<file path="config.mk">
export PLATFORM = sky130hd
export DESIGN_NAME = rpc_cordic_stage
export DESIGN_NICKNAME = d
export VERILOG_FILES = /design/src/hdl/rpc_pkg.sv /design/src/hdl/rpc_cordic_stage.sv
export SDC_FILE = /design/constraint.sdc
export NUM_CORES = 1
export LEC_CHECK = 0
export BUFFER_PORTS_ARGS = -buffer_cell sky130_fd_sc_hd__buf_2
export CORE_UTILIZATION = 29
export CTS_BUF_LIST = sky130_fd_sc_hd__clkbuf_8
export DETAILED_ROUTE_END_ITERATION = 10
export SYNTH_ARGS = -nofsm -noshare
export SYNTH_HDL_FRONTEND = slang
export SYNTH_SLANG_ARGS = --single-unit
</file>
<file path="constraint.sdc">
create_clock -name clk -period 2 [get_ports clk]
set_clock_uncertainty 0.05 [all_clocks]
set_input_delay 0.4 -clock clk [delete_from_list [all_inputs] [get_ports clk]]
set_output_delay 0.4 -clock clk [all_outputs]
set_load 0.01 [all_outputs]
</file>
<file path="src/hdl/rpc_pkg.sv">
// shared types, constants and arctangent table of the rectangular/polar converter
`default_nettype none

package rpc_pkg;

    localparam int D_W     = 24;
    localparam int ANG_W   = 18;
    localparam int XY_W    = 36;
    localparam int Z_W     = 26;
    localparam int ATAN_W  = 22;
    localparam int INV_W   = 29;
    localparam int Q_W     = 7;
    localparam int RECIP_SHIFT = 40;

    localparam logic [1:0] KIND_RECT  = 2'd0;
    localparam logic [1:0] KIND_POLAR = 2'd1;

    localparam logic [INV_W-1:0]        INV_GAIN_Q29  = 29'd326016437;
    localparam logic signed [INV_W:0]   INV_GAIN_S    = 30'sd326016437;
    localparam logic [D_W-1:0]          RECIP_FULL    = 24'd11930464;
    localparam logic [D_W-1:0]          FULL_TURN_U   = 24'd92160;
    localparam logic signed [ANG_W-1:0] FULL_TURN_S   = 18'sd92160;
    localparam logic signed [ANG_W-1:0] HALF_TURN_S   = 18'sd46080;
    localparam logic signed [Z_W-1:0]   HALF_TURN_Z   = 26'sd46080;
    localparam logic signed [Z_W-1:0]   QUARTER_Z     = 26'sd5898240;
    localparam logic signed [Z_W-1:0]   ROUND_Z       = 26'sd128;
    localparam logic signed [XY_W-1:0]  ROUND_XY      = 36'sd128;
    localparam logic signed [XY_W-1:0]  S24_MAX_XY    = 36'sd8388607;
    localparam logic signed [XY_W-1:0]  S24_MIN_XY    = -36'sd8388608;
    localparam logic [D_W-1:0]          S24_MAX_U     = 24'd8388607;

    typedef enum logic [1:0] {
        OP_BAD   = 2'd0,
        OP_RECT  = 2'd1,
        OP_POLAR = 2'd2
    } op_t;

    typedef struct packed {
        op_t                     op;
        logic                    zero;
        logic signed [D_W-1:0]   echo_x;
        logic signed [D_W-1:0]   echo_y;
        logic signed [D_W-1:0]   mag;
        logic signed [ANG_W-1:0] ang;
    } side_t;

    typedef struct packed {
        logic                   vec;
        logic signed [XY_W-1:0] x;
        logic signed [XY_W-1:0] y;
        logic signed [Z_W-1:0]  z;
        side_t                  side;
    } cordic_t;

    // atan(2^-i) in 2^-16 degree
    function automatic logic [ATAN_W-1:0] atan_tab(input logic [4:0] idx);
        logic [ATAN_W-1:0] v;
        case (idx)
            5'd0:    v = 22'd2949120;
            5'd1:    v = 22'd1740967;
            5'd2:    v = 22'd919879;
            5'd3:    v = 22'd466945;
            5'd4:    v = 22'd234379;
            5'd5:    v = 22'd117304;
            5'd6:    v = 22'd58666;
            5'd7:    v = 22'd29335;
            5'd8:    v = 22'd14668;
            5'd9:    v = 22'd7334;
            5'd10:   v = 22'd3667;
            5'd11:   v = 22'd1833;
            5'd12:   v = 22'd917;
            5'd13:   v = 22'd458;
            5'd14:   v = 22'd229;
            5'd15:   v = 22'd115;
            5'd16:   v = 22'd57;
            5'd17:   v = 22'd29;
            5'd18:   v = 22'd14;
            5'd19:   v = 22'd7;
            5'd20:   v = 22'd4;
            5'd21:   v = 22'd2;
            5'd22:   v = 22'd1;
            default: v = 22'd0;
        endcase
        return v;
    endfunction

endpackage

`default_nettype wire

</file>
<file path="src/hdl/rpc_cordic_stage.sv">
// one registered cordic micro-rotation, vectoring or rotation per transaction
`default_nettype none

module rpc_cordic_stage #(
    parameter int SHIFT = 0
) (
    input  wire                      clk,
    input  wire                      rst_n,
    input  wire                      en,
    input  wire                      stage_valid,
    input  wire rpc_pkg::cordic_t    stage,
    output logic                     rotated_valid,
    output rpc_pkg::cordic_t         rotated
);

    logic                               valid_reg;
    rpc_pkg::cordic_t                   stage_reg;
    rpc_pkg::cordic_t                   stage_next;
    logic signed [rpc_pkg::XY_W-1:0]    dx;
    logic signed [rpc_pkg::XY_W-1:0]    dy;
    logic signed [rpc_pkg::Z_W-1:0]     at;
    logic                               rot_pos;

    always_comb
    begin
        dx = stage.y >>> SHIFT;
        dy = stage.x >>> SHIFT;
        at = $signed({{(rpc_pkg::Z_W - rpc_pkg::ATAN_W){1'b0}},
                      rpc_pkg::atan_tab(5'(SHIFT))});
        rot_pos = stage.vec ? stage.y[rpc_pkg::XY_W-1] : !stage.z[rpc_pkg::Z_W-1];
        stage_next = stage;
        if (rot_pos)
        begin
            stage_next.x = stage.x - dx;
            stage_next.y = stage.y + dy;
            stage_next.z = stage.z - at;
        end
        else
        begin
            stage_next.x = stage.x + dx;
            stage_next.y = stage.y - dy;
            stage_next.z = stage.z + at;
        end
    end

    always_ff @(posedge clk or negedge rst_n)
    begin
        if (!rst_n)
        begin
            valid_reg <= 1'b0;
        end
        else if (en)
        begin
            valid_reg <= stage_valid;
        end
    end

    always_ff @(posedge clk)
    begin
        if (en)
        begin
            stage_reg <= stage_next;
        end
    end

    assign rotated_valid = valid_reg;
    assign rotated       = stage_reg;

endmodule

`default_nettype wire

</file>
* After elaboration in Yosys (flattened, before gate mapping)
Cells that the tools add are included.
Word-level totals: register bits after elaboration 193, input bits 196, output and inout bits 193, logic and storage cells 19
Cells by class: $add $sub $neg 5, multiplexer cells 2, reduce and logical (&&, ||, !) cells 1
Operators with widths (count):
- 98-bit 2-to-1 mux | 1
- 36-bit subtractor | 2
- 36-bit adder | 1
- 26-bit by 23-bit adder with 26-bit output, second input constant | 1
- 26-bit by 23-bit subtractor with 26-bit output, second input constant | 1
- 1-bit logical NOT | 1
- 1-bit 2-to-1 mux | 1

* Logic depth before layout (Yosys ltp)
Gate-level depths: netlist of the first run.
word-level depth 3, depth in mapped cells 14, mapped depth without buffers 12

* Worst setup path after synthesis of the first run
No wires, ideal clock.
path kind input-to-reg, from in stage[191] (netlist bit), to reg stage_reg, in the netlist rotated[118], data pin, library setup time 258 ps, data arrival time 2872 ps, required time 1692 ps, setup slack -1179 ps, cell stages on the path 13, buffers on the path 2, path through mux2_2 -> inv_1 -> clkbuf_1 -> buf_1 -> ha_1 -> a21oi_1 -> o21bai_1 -> a21oi_1 -> o21bai_1 -> a21oi_1 -> o21bai_1 -> a21oi_1 -> xnor2_1
RTL lines:
- from (decl) | RTL line rpc_cordic_stage.sv:11 | input wire rpc_pkg::cordic_t stage,
- to (signal assigned) | RTL line rpc_cordic_stage.sv:62 | stage_reg <= stage_next;
- to (decl) | RTL line rpc_cordic_stage.sv:17 | rpc_pkg::cordic_t stage_reg;

==> qor.txt, run 1 <==
Run status = finished, violations left
Failing checks = negative setup slack
Post-route cell area = 22600 sq um
Vias in the first global route = 13700
#FFs+latches synth = 192
Worst Setup End Kind = flip-flop
Synth Net Count = 1511
CP startpoint kind = input pin
Least-Margin Pin Slew = 458 ps
Detail Placement HPWL = 42.0 mm
Sequential area share after synthesis = 0.465
DR pass1 iterations = 5
Largest net degree at the start of global routing = 45
Tcrit/Tclk final = 1.24
Die span in y = 209 microns
Via Count = 13300
Final hold vios = 0
GR Overflow Total = 0
Global-route usage over all layers = 0.243
Post-Syn Area per Cell = 10.4 sq um
Setup CP Type = input pin to flip-flop
RSZ-0062 raised after global routing = true
Crit path DAT = 2840 ps
Worst slew margin = 0.691
Worst setup margin = -480 ps
Total Power = 0.0139 W
Clock-pin slew on the worst setup and hold paths = 120 ps
Storage cell area = 5760 sq um
First-pass GRT wire length = 80.0 mm
Root Buffer = clkbuf_8
Final min period = 2480 ps
Worst Hold Class = input pin to flip-flop
Placed instance area = 18600 sq um
Die width = 209 microns
Row cnt = 75
Mapped Area = 12400 sq um
Final #Nets = 2462
Worst skew pair latency = 530 ps
Final Max Slew Viols = 0
Highest-count cells in the layout ignoring fill and taps = 413 x buf_4, 349 x buf_2, 191 x edfxtp_1
Max-cap violation count = 0
Fmax = 403 MHz
Routability congestion estimate from global placement = 0.935
PortBufs = 388
Share of cells above drive strength 1 = 0.560
P&R area growth vs syn = 82.2%
Post-synth ARST share = 0.00521
Mapped Cells = 1194
Most used DFF post-synth = edfxtp_1
TritonCTS Buffers = 17
Yosys cell types = 73
Initial antenna violation count = 9
CTS tree = yes
Vias per Instance = 4.91
Wirelength per Cell = 20.2 microns
Number of flops mapped to enable cells by yosys = 191
Antenna Violating Nets Remaining = 0
Hold path cells = 1
H-tree depth = 4
Core ar. = 42000 sq um
Initial drt markers = 824
Leakage power = 10.0 nW
Area occupied by multi-input gates = 7910 sq um
R2R depth = 1
Crit-path max FO = 7
CTS Sinks = 192
Power Density = 617 nW/um^2
# DRC = 0
Leading cell type in the layout, fill and taps excluded = buf_4
Synth Warn # = 0
VDD IR max = 0.431 mV
Hold Slack = 40.1 ps
Clock Path Buffers = 2
Filler cell count = 3696
Die area = 43500 sq um
Final setup fails = 51
Initial Util = 0.295
I/O Pins = 389
CP required = 2360 ps
Final wirelength = 54.8 mm
==> Yosys cell counts, drive strengths merged (4+ instances only) <==
cell type | n | share of area
nor3 | 19 | 0.0077
nor2b | 13 | 0.0066
a211oi | 15 | 0.0095
o311ai | 4 | 0.0028
o21bai | 26 | 0.016
a311oi | 4 | 0.0028
clkinv | 5 | 0.0015
o41ai | 4 | 0.0028
o21ai | 83 | 0.034
mux2i | 17 | 0.014
and2 | 5 | 0.0025
a21oi | 131 | 0.054
nor2 | 91 | 0.028
nand2 | 57 | 0.017
o21a | 5 | 0.0030
ha | 117 | 0.12
o31ai | 14 | 0.0085
o31a | 5 | 0.0035
xor2 | 12 | 0.0085
inv | 110 | 0.034
fa | 4 | 0.0065
a211o | 8 | 0.0057
a21o | 31 | 0.019
a31oi | 16 | 0.0081
nand4 | 13 | 0.0066
clkbuf | 22 | 0.0068
edfxtp | 191 | 0.46
o211ai | 6 | 0.0036
buf | 25 | 0.010
nor4 | 11 | 0.0073
or3 | 6 | 0.0030
xnor2 | 65 | 0.046
nand3 | 11 | 0.0044
and3 | 5 | 0.0025
==> critical path, stage by stage <==
cell and delay, ps:
buf_2 90, inv_1 50, ha_4 330, nor2b_1 130, o21ai_2 180, nand3_2 130, a2111oi_4 480, o31ai_4 140
a31o_1 240, a211o_1 320, a211o_1 280, o21ai_2 60
==> what timing repair did <==
item | 4_1_cts | 5_1_grt
hold buffers | 109 | 0
setup buffers | 58 | 27
hold endpoints to repair | 109 | 0
gates resized for setup | 283 | 150
pin swaps | 158 | 112
endpoints found under the setup margin | 56 | 59
==> per-stage QoR <==
step | util | TNS [ps] | instances | worst slack, ps
finish | 0.537 | -15510 | 2707 | -480
floorplan | - | -25250 | 1194 | -781
global route | 0.537 | -18370 | 2706 | -552
CTS | 0.517 | -13590 | 2676 | -467
global placement | 0.442 | -60290 | 2482 | -1190
detailed placement | 0.442 | -61710 | 2482 | -1230
==> state kept, by name, summed over array words and instances (netlist names) <==
signal	count
rotated	191
rotated_valid	1
==> layout make-up <==
type,count,share of cell area
sequential,192,0.255
antenna,10,0.00111
clock buffer,17,0.0104
timing repair buffer,979,0.324
clock inverter,15,0.00665
inverter,115,0.0223
multi-input combinational,840,0.350
tap,539,0.0299
==> layer usage <==
layer,global-route usage,share of wire,wire (microns)
met1,0.278,0.39,21500
met2,0.445,0.52,28400
met3,0.0439,0.054,2970
met4,0.0989,0.036,1980
met5,0,0,0
==> cell families after synthesis <==
| logic type | synth area share |
|---|---|
| buffers and inverters | 0.0521 |
| XOR/XNOR | 0.0544 |
| flip-flops | 0.465 |
| AND/OR/NAND/NOR | 0.0914 |
| adder cells (fa/ha/maj) | 0.125 |
| AO/OA/AOI/OAI | 0.197 |
| multiplexers | 0.0156 |
==> power breakdown <==
| part | switching, W | leakage (nW) | internal, W |
|---|---|---|---|
| registers | 0.000182 | 1.88 | 0.00505 |
| logic | 0.00305 | 7.96 | 0.00297 |
| clock network | 0.00175 | 0.192 | 0.000920 |
| total | 0.00498 | 10.0 | 0.00894 |
==> worst paths after layout <==
check	startpoint	to	slack, ps
hold reg to reg	rotated_valid	rotated_valid	470
max in group asynchronous	rst_n	rotated_valid	1700
min in group asynchronous	rst_n	rotated_valid	120
setup reg to reg	rotated_valid	rotated_valid	1200
setup / recovery	stage[133]	rotated[188]	-480
hold / removal	stage[95]	rotated[95]	40
Note: power is estimated with default switching activity, not from simulation.
==> run 2: changes to the inputs <==
--- a/config.mk
+++ b/config.mk
@@ -9,6 +9,7 @@
 export CORE_UTILIZATION = 29
 export CTS_BUF_LIST = sky130_fd_sc_hd__clkbuf_8
 export DETAILED_ROUTE_END_ITERATION = 10
+export PLACE_DENSITY = 0.56
 export SYNTH_ARGS = -nofsm -noshare
 export SYNTH_HDL_FRONTEND = slang
 export SYNTH_SLANG_ARGS = --single-unit
==> run 2 against run 1 <==
- critical path depth grew 1
- sequential share of layout area grew 0.41 points
- die area unchanged
- the run still ends with negative setup slack left
- final cell count shrank 1.7%
- setup slack better by 95 ps
- utilization is 0.85 points lower
==> qor.txt, run 2 (same netlist as run 1, synthesis figures left out) <==
Most frequent CP cell = o211ai_1
Least-Margin Pin Slew = 837 ps
P&R area growth vs syn = 79.3%
Share of cells above drive strength 1 = 0.557
CTS tree = yes
Via Count = 13000
Initial drt markers = 829
Die span in y = 209 microns
Worst Hold Class = input pin to flip-flop
DR pass1 iterations = 5
Run status = finished, violations left
Clock Path Buffers = 2
RR Startpoint = rotated_valid
Final Max Slew Viols = 0
Final wirelength = 52.7 mm
Critical Path End = rotated[154]
Final hold vios = 0
Failing checks = negative setup slack
First-pass GRT wire length = 77.0 mm
Row cnt = 75
Highest-count cells in the layout ignoring fill and taps = 393 x buf_4, 359 x buf_2, 191 x edfxtp_1
Crit-path max FO = 3
Worst slew margin = 0.437
H-tree depth = 4
Filler cell count = 3740
Leakage power = 9.74 nW
Setup CP Type = input pin to flip-flop
Tcrit/Tclk final = 1.19
Initial antenna violation count = 9
RSZ-0062 raised after global routing = true
Clock-pin slew on the worst setup and hold paths = 110 ps
Worst setup margin = -385 ps
Final setup fails = 47
Detail Placement HPWL = 40.7 mm
Die width = 209 microns
Storage cell area = 5760 sq um
Critical Path Slowest Stage Cell = a211o_1
Antenna Violating Nets Remaining = 0
Die area = 43500 sq um
Final min period = 2390 ps
Area occupied by multi-input gates = 8100 sq um
Root Buffer = clkbuf_8
TritonCTS Buffers = 17
Routability congestion estimate from global placement = 0.966
VDD IR max = 0.514 mV
Crit-path cells = buf_8, inv_6, ha_4, nor2b_4, o211ai_1, a21oi_2, buf_4, a211oi_4, o21ai_4, a211o_1, nand3_1, o211ai_1, xnor2_1
Max FFs per register = 191
Crit path DAT = 2660 ps
Initial Util = 0.295
# DRC = 0
Final #Nets = 2418
Leading cell type in the layout, fill and taps excluded = buf_4
Max-cap violation count = 0
Largest net degree at the start of global routing = 63
Worst r2r dst = rotated_valid
CP required = 2280 ps
Global-route usage over all layers = 0.236
R2R depth = 1
GR Overflow Total = 0
Crit path largest cell delay = 380 ps
CTS Sinks = 192
I/O Pins = 389
Vias in the first global route = 13300
Setup TNS = -12380 ps
Hold Slack = 61.8 ps
Worst Setup End Kind = flip-flop
Core ar. = 42000 sq um
Wirelength per Cell = 19.8 microns
Fmax = 419 MHz
Vias per Instance = 4.90
PortBufs = 388
Flop2flop setup slack = 1190 ps
CP Launch Point = stage[120]
CP startpoint kind = input pin
Worst skew pair latency = 570 ps
Power Density = 618 nW/um^2
run 2: repair_timing:
item | in CTS | in global routing
resized for setup | 262 | 145
endpoints found under the setup margin | 52 | 51
buffers inserted | 46 | 25
hold endpoints to repair | 112 | 0
hold buffers | 112 | 0
pin swaps | 142 | 131
run 2: worst min path at each step:
stage	start	to	slack, ps	cells past startpoint
final	stage[109]	rotated[109]	60	2
after CTS	stage[109]	rotated[109]	20	2
after detailed placement	rst_n	rotated_valid	130	1
after floorplan	rst_n	rotated_valid	50	0
after global routing	stage[109]	rotated[109]	60	2
after global placement	rst_n	rotated_valid	130	1
run 2: metrics by stage:
step | instance area (sq um) | worst slack (ps) | total power [W] | cells | utilization
finish | 22200 | -385 | 0.0137 | 2660 | 0.528
global route | 22200 | -458 | 0.0143 | 2660 | 0.528
CTS | 21400 | -401 | 0.0135 | 2637 | 0.509
detailed placement | 18400 | -1260 | 0.0100 | 2454 | 0.438
global placement | 18400 | -1220 | 0.00998 | 2454 | 0.438
floorplan | 13200 | -781 | 0.00756 | 1194 | -
run 2: cell type report:
type | instances | area share
antenna | 7 | 0.000788
clock buffer | 17 | 0.0105
timing repair buffer | 935 | 0.306
multi-input combinational | 840 | 0.365
clock inverter | 15 | 0.00653
inverter | 115 | 0.0222
tap | 539 | 0.0304
sequential | 192 | 0.259
run 2: layer usage:
metal / track usage / vias up / share of wire
li1: - / 6164 / -
met1: 0.279 / 6298 / 0.40
met2: 0.416 / 476 / 0.51
met3: 0.0448 / 94 / 0.054
met4: 0.0984 / 4 / 0.035
met5: 0 / - / 0.00051
run 2: power breakdown:
part | internal (W) | leakage [nW] | switching, W
Combinational | 0.00284 | 7.67 | 0.00302
Clock | 0.000921 | 0.190 | 0.00172
Sequential | 0.00505 | 1.88 | 0.000175
run 2: critical path, delay by kind of cell:
family / cells / cell delay, ps
fa+ha+maj: 1 / 270
compound gates: 6 / 1400
buf+inv: 3 / 310
simple gates: 2 / 150
xor+xnor: 1 / 140
==> run 3: changes to the inputs <==
--- a/config.mk
+++ b/config.mk
@@ -9,6 +9,7 @@
 export CORE_UTILIZATION = 29
 export CTS_BUF_LIST = sky130_fd_sc_hd__clkbuf_8
 export DETAILED_ROUTE_END_ITERATION = 10
+export MAX_ROUTING_LAYER = met4
 export PLACE_DENSITY = 0.56
 export SYNTH_ARGS = -nofsm -noshare
 export SYNTH_HDL_FRONTEND = slang
==> run 3 against run 2 <==
- the flow still finishes with violations (negative setup slack)
- largest cell class unchanged
- critical endpoint is now rotated[188]
- combinational power shrank 1%
- sequential power hardly changed
- final cell count up 0.23%
==> qor.txt, run 3 (same netlist as run 1, synthesis figures left out) <==
Run status = finished, violations left
Failing checks = negative setup slack
Largest net degree at the start of global routing = 62
DR pass1 iterations = 5
Initial antenna violation count = 10
Critical Path Slowest Stage Cell = a2111oi_4
Worst slew margin = 0.552
Crit path largest cell delay = 460 ps
Final wirelength = 53.5 mm
Least-Margin Pin Slew = 666 ps
Initial Util = 0.295
Sequential share of power = 0.380
Max-cap violation count = 0
Sw frac = 0.352
VDD IR max = 0.366 mV
Vias in the first global route = 13600
Final hold vios = 0
Critical path's top delay family = compound AO/OA/AOI/OAI gates
Tcrit/Tclk final = 1.26
# DRC = 0
Vias per Instance = 4.92
First-pass GRT wire length = 79.6 mm
Storage cell area = 5760 sq um
RSZ-0062 raised after global routing = true
Buf/Inv on CP = 3
CTS tree = yes
Total Power = 0.0138 W
P&R area growth vs syn = 78.3%
Worst setup margin = -524 ps
Leading cell type in the layout, fill and taps excluded = buf_4
Root Buffer = clkbuf_8
Setup CP Type = input pin to flip-flop
Die area = 43500 sq um
Internal power = 0.00894 W
Crit path DAT = 2860 ps
Leakage power = 9.78 nW
Comb power frac = 0.420
Fmax = 396 MHz
Hold Slack = 53.4 ps
Final #Nets = 2424
CP startpoint kind = input pin
Worst Hold Class = input pin to flip-flop
Worst Setup End Kind = flip-flop
Row cnt = 75
PortBufs = 388
Die span in y = 209 microns
Power Density = 625 nW/um^2
TritonCTS Buffers = 17
Die width = 209 microns
Clock power frac = 0.201
Final min period = 2520 ps
I/O Pins = 389
Routability congestion estimate from global placement = 0.938
CP required = 2340 ps
Final Max Slew Viols = 0
Via Count = 13100
Crit-path cells = buf_8, inv_4, ha_4, inv_4, a2111oi_4, nand3_2, a2111oi_4, o31ai_4, a31o_4, a211o_1, a211o_1, o21ai_2
Share of cells above drive strength 1 = 0.548
Max FFs per register = 191
Filler cell count = 3760
Worst skew pair latency = 510 ps
Antenna Violating Nets Remaining = 0
Core ar. = 42000 sq um
Highest-count cells in the layout ignoring fill and taps = 398 x buf_4, 361 x buf_2, 191 x edfxtp_1
Final setup fails = 51
Wirelength per Cell = 20.1 microns
Post-route core utilization = 0.525
Global-route usage over all layers = 0.248
Initial drt markers = 712
CTS Sinks = 192
H-tree depth = 4
Psw = 0.00486 W
Detail Placement HPWL = 41.0 mm
GR Overflow Total = 0
Clock-pin slew on the worst setup and hold paths = 120 ps
Crit-path max FO = 3
Area occupied by multi-input gates = 7870 sq um
Clock Path Buffers = 2
## run 3: cell types whose count changed in the layout (fill, tap and decap cells not counted), sizes merged
cell         delta
bufinv          +1
clkinvlp        -2
dlygate4sd3     -6
clkinv          +1
buf            +12
## run 3: what timing repair did
action / 4_1_cts / 5_1_grt
gates resized for setup: 244 / 126
endpoints found under the hold margin: 105 / 1
pin swaps: 137 / 99
setup endpoints to repair: 51 / 58
hold buffers: 105 / 1
cloned: 0 / 0
setup buffers: 53 / 26
## run 3: power groups by stage
stage	Combinational (W)	Sequential [W]	Clock, W
floorplan	0.00202	0.00554	0
global placement	0.00465	0.00532	0
detailed placement	0.00467	0.00533	0
CTS	0.00543	0.00524	0.00286
global route	0.00617	0.00528	0.00298
finish	0.00579	0.00524	0.00277
## run 3: layout make-up
type | instances | share of cell area
clock inverter | 15 | 0.00844
clock buffer | 17 | 0.0106
sequential | 192 | 0.261
timing repair buffer | 941 | 0.310
antenna | 7 | 0.000793
tap | 539 | 0.0305
inverter | 115 | 0.0222
multi-input combinational | 840 | 0.356
## run 3: path summary, 6_finish.rpt
kind / start / end / slack [ps] / depth (start not counted)
setup / recovery: stage[137] / rotated[188] / -520 / 12
hold / removal: stage[65] / rotated[65] / 50 / 1
setup reg to reg: rotated_valid / rotated_valid / 1200 / 1
hold reg to reg: rotated_valid / rotated_valid / 470 / 1
max in group asynchronous: rst_n / rotated_valid / 1690 / 2
min in group asynchronous: rst_n / rotated_valid / 120 / 2
## run 3: metrics by stage
stage,setup slack [ps],TNS [ps],std cells,area [sq um]
2_1_floorplan,-781,-25250,1194,13200
3_3_place_gp,-1450,-57940,2451,18400
3_5_place_dp,-1370,-58440,2451,18400
4_1_cts,-467,-14070,2636,21400
5_1_grt,-583,-19200,2665,22100
6_report,-524,-16820,2666,22100
## run 3: layer usage
layer | wire length, microns | vias up | GRT usage
li1 | - | 6185 | -
met1 | 21600 | 6352 | 0.284
met2 | 27400 | 466 | 0.436
met3 | 2600 | 107 | 0.0397
met4 | 1800 | 0 | 0.0903
met5 | 0 | - | -
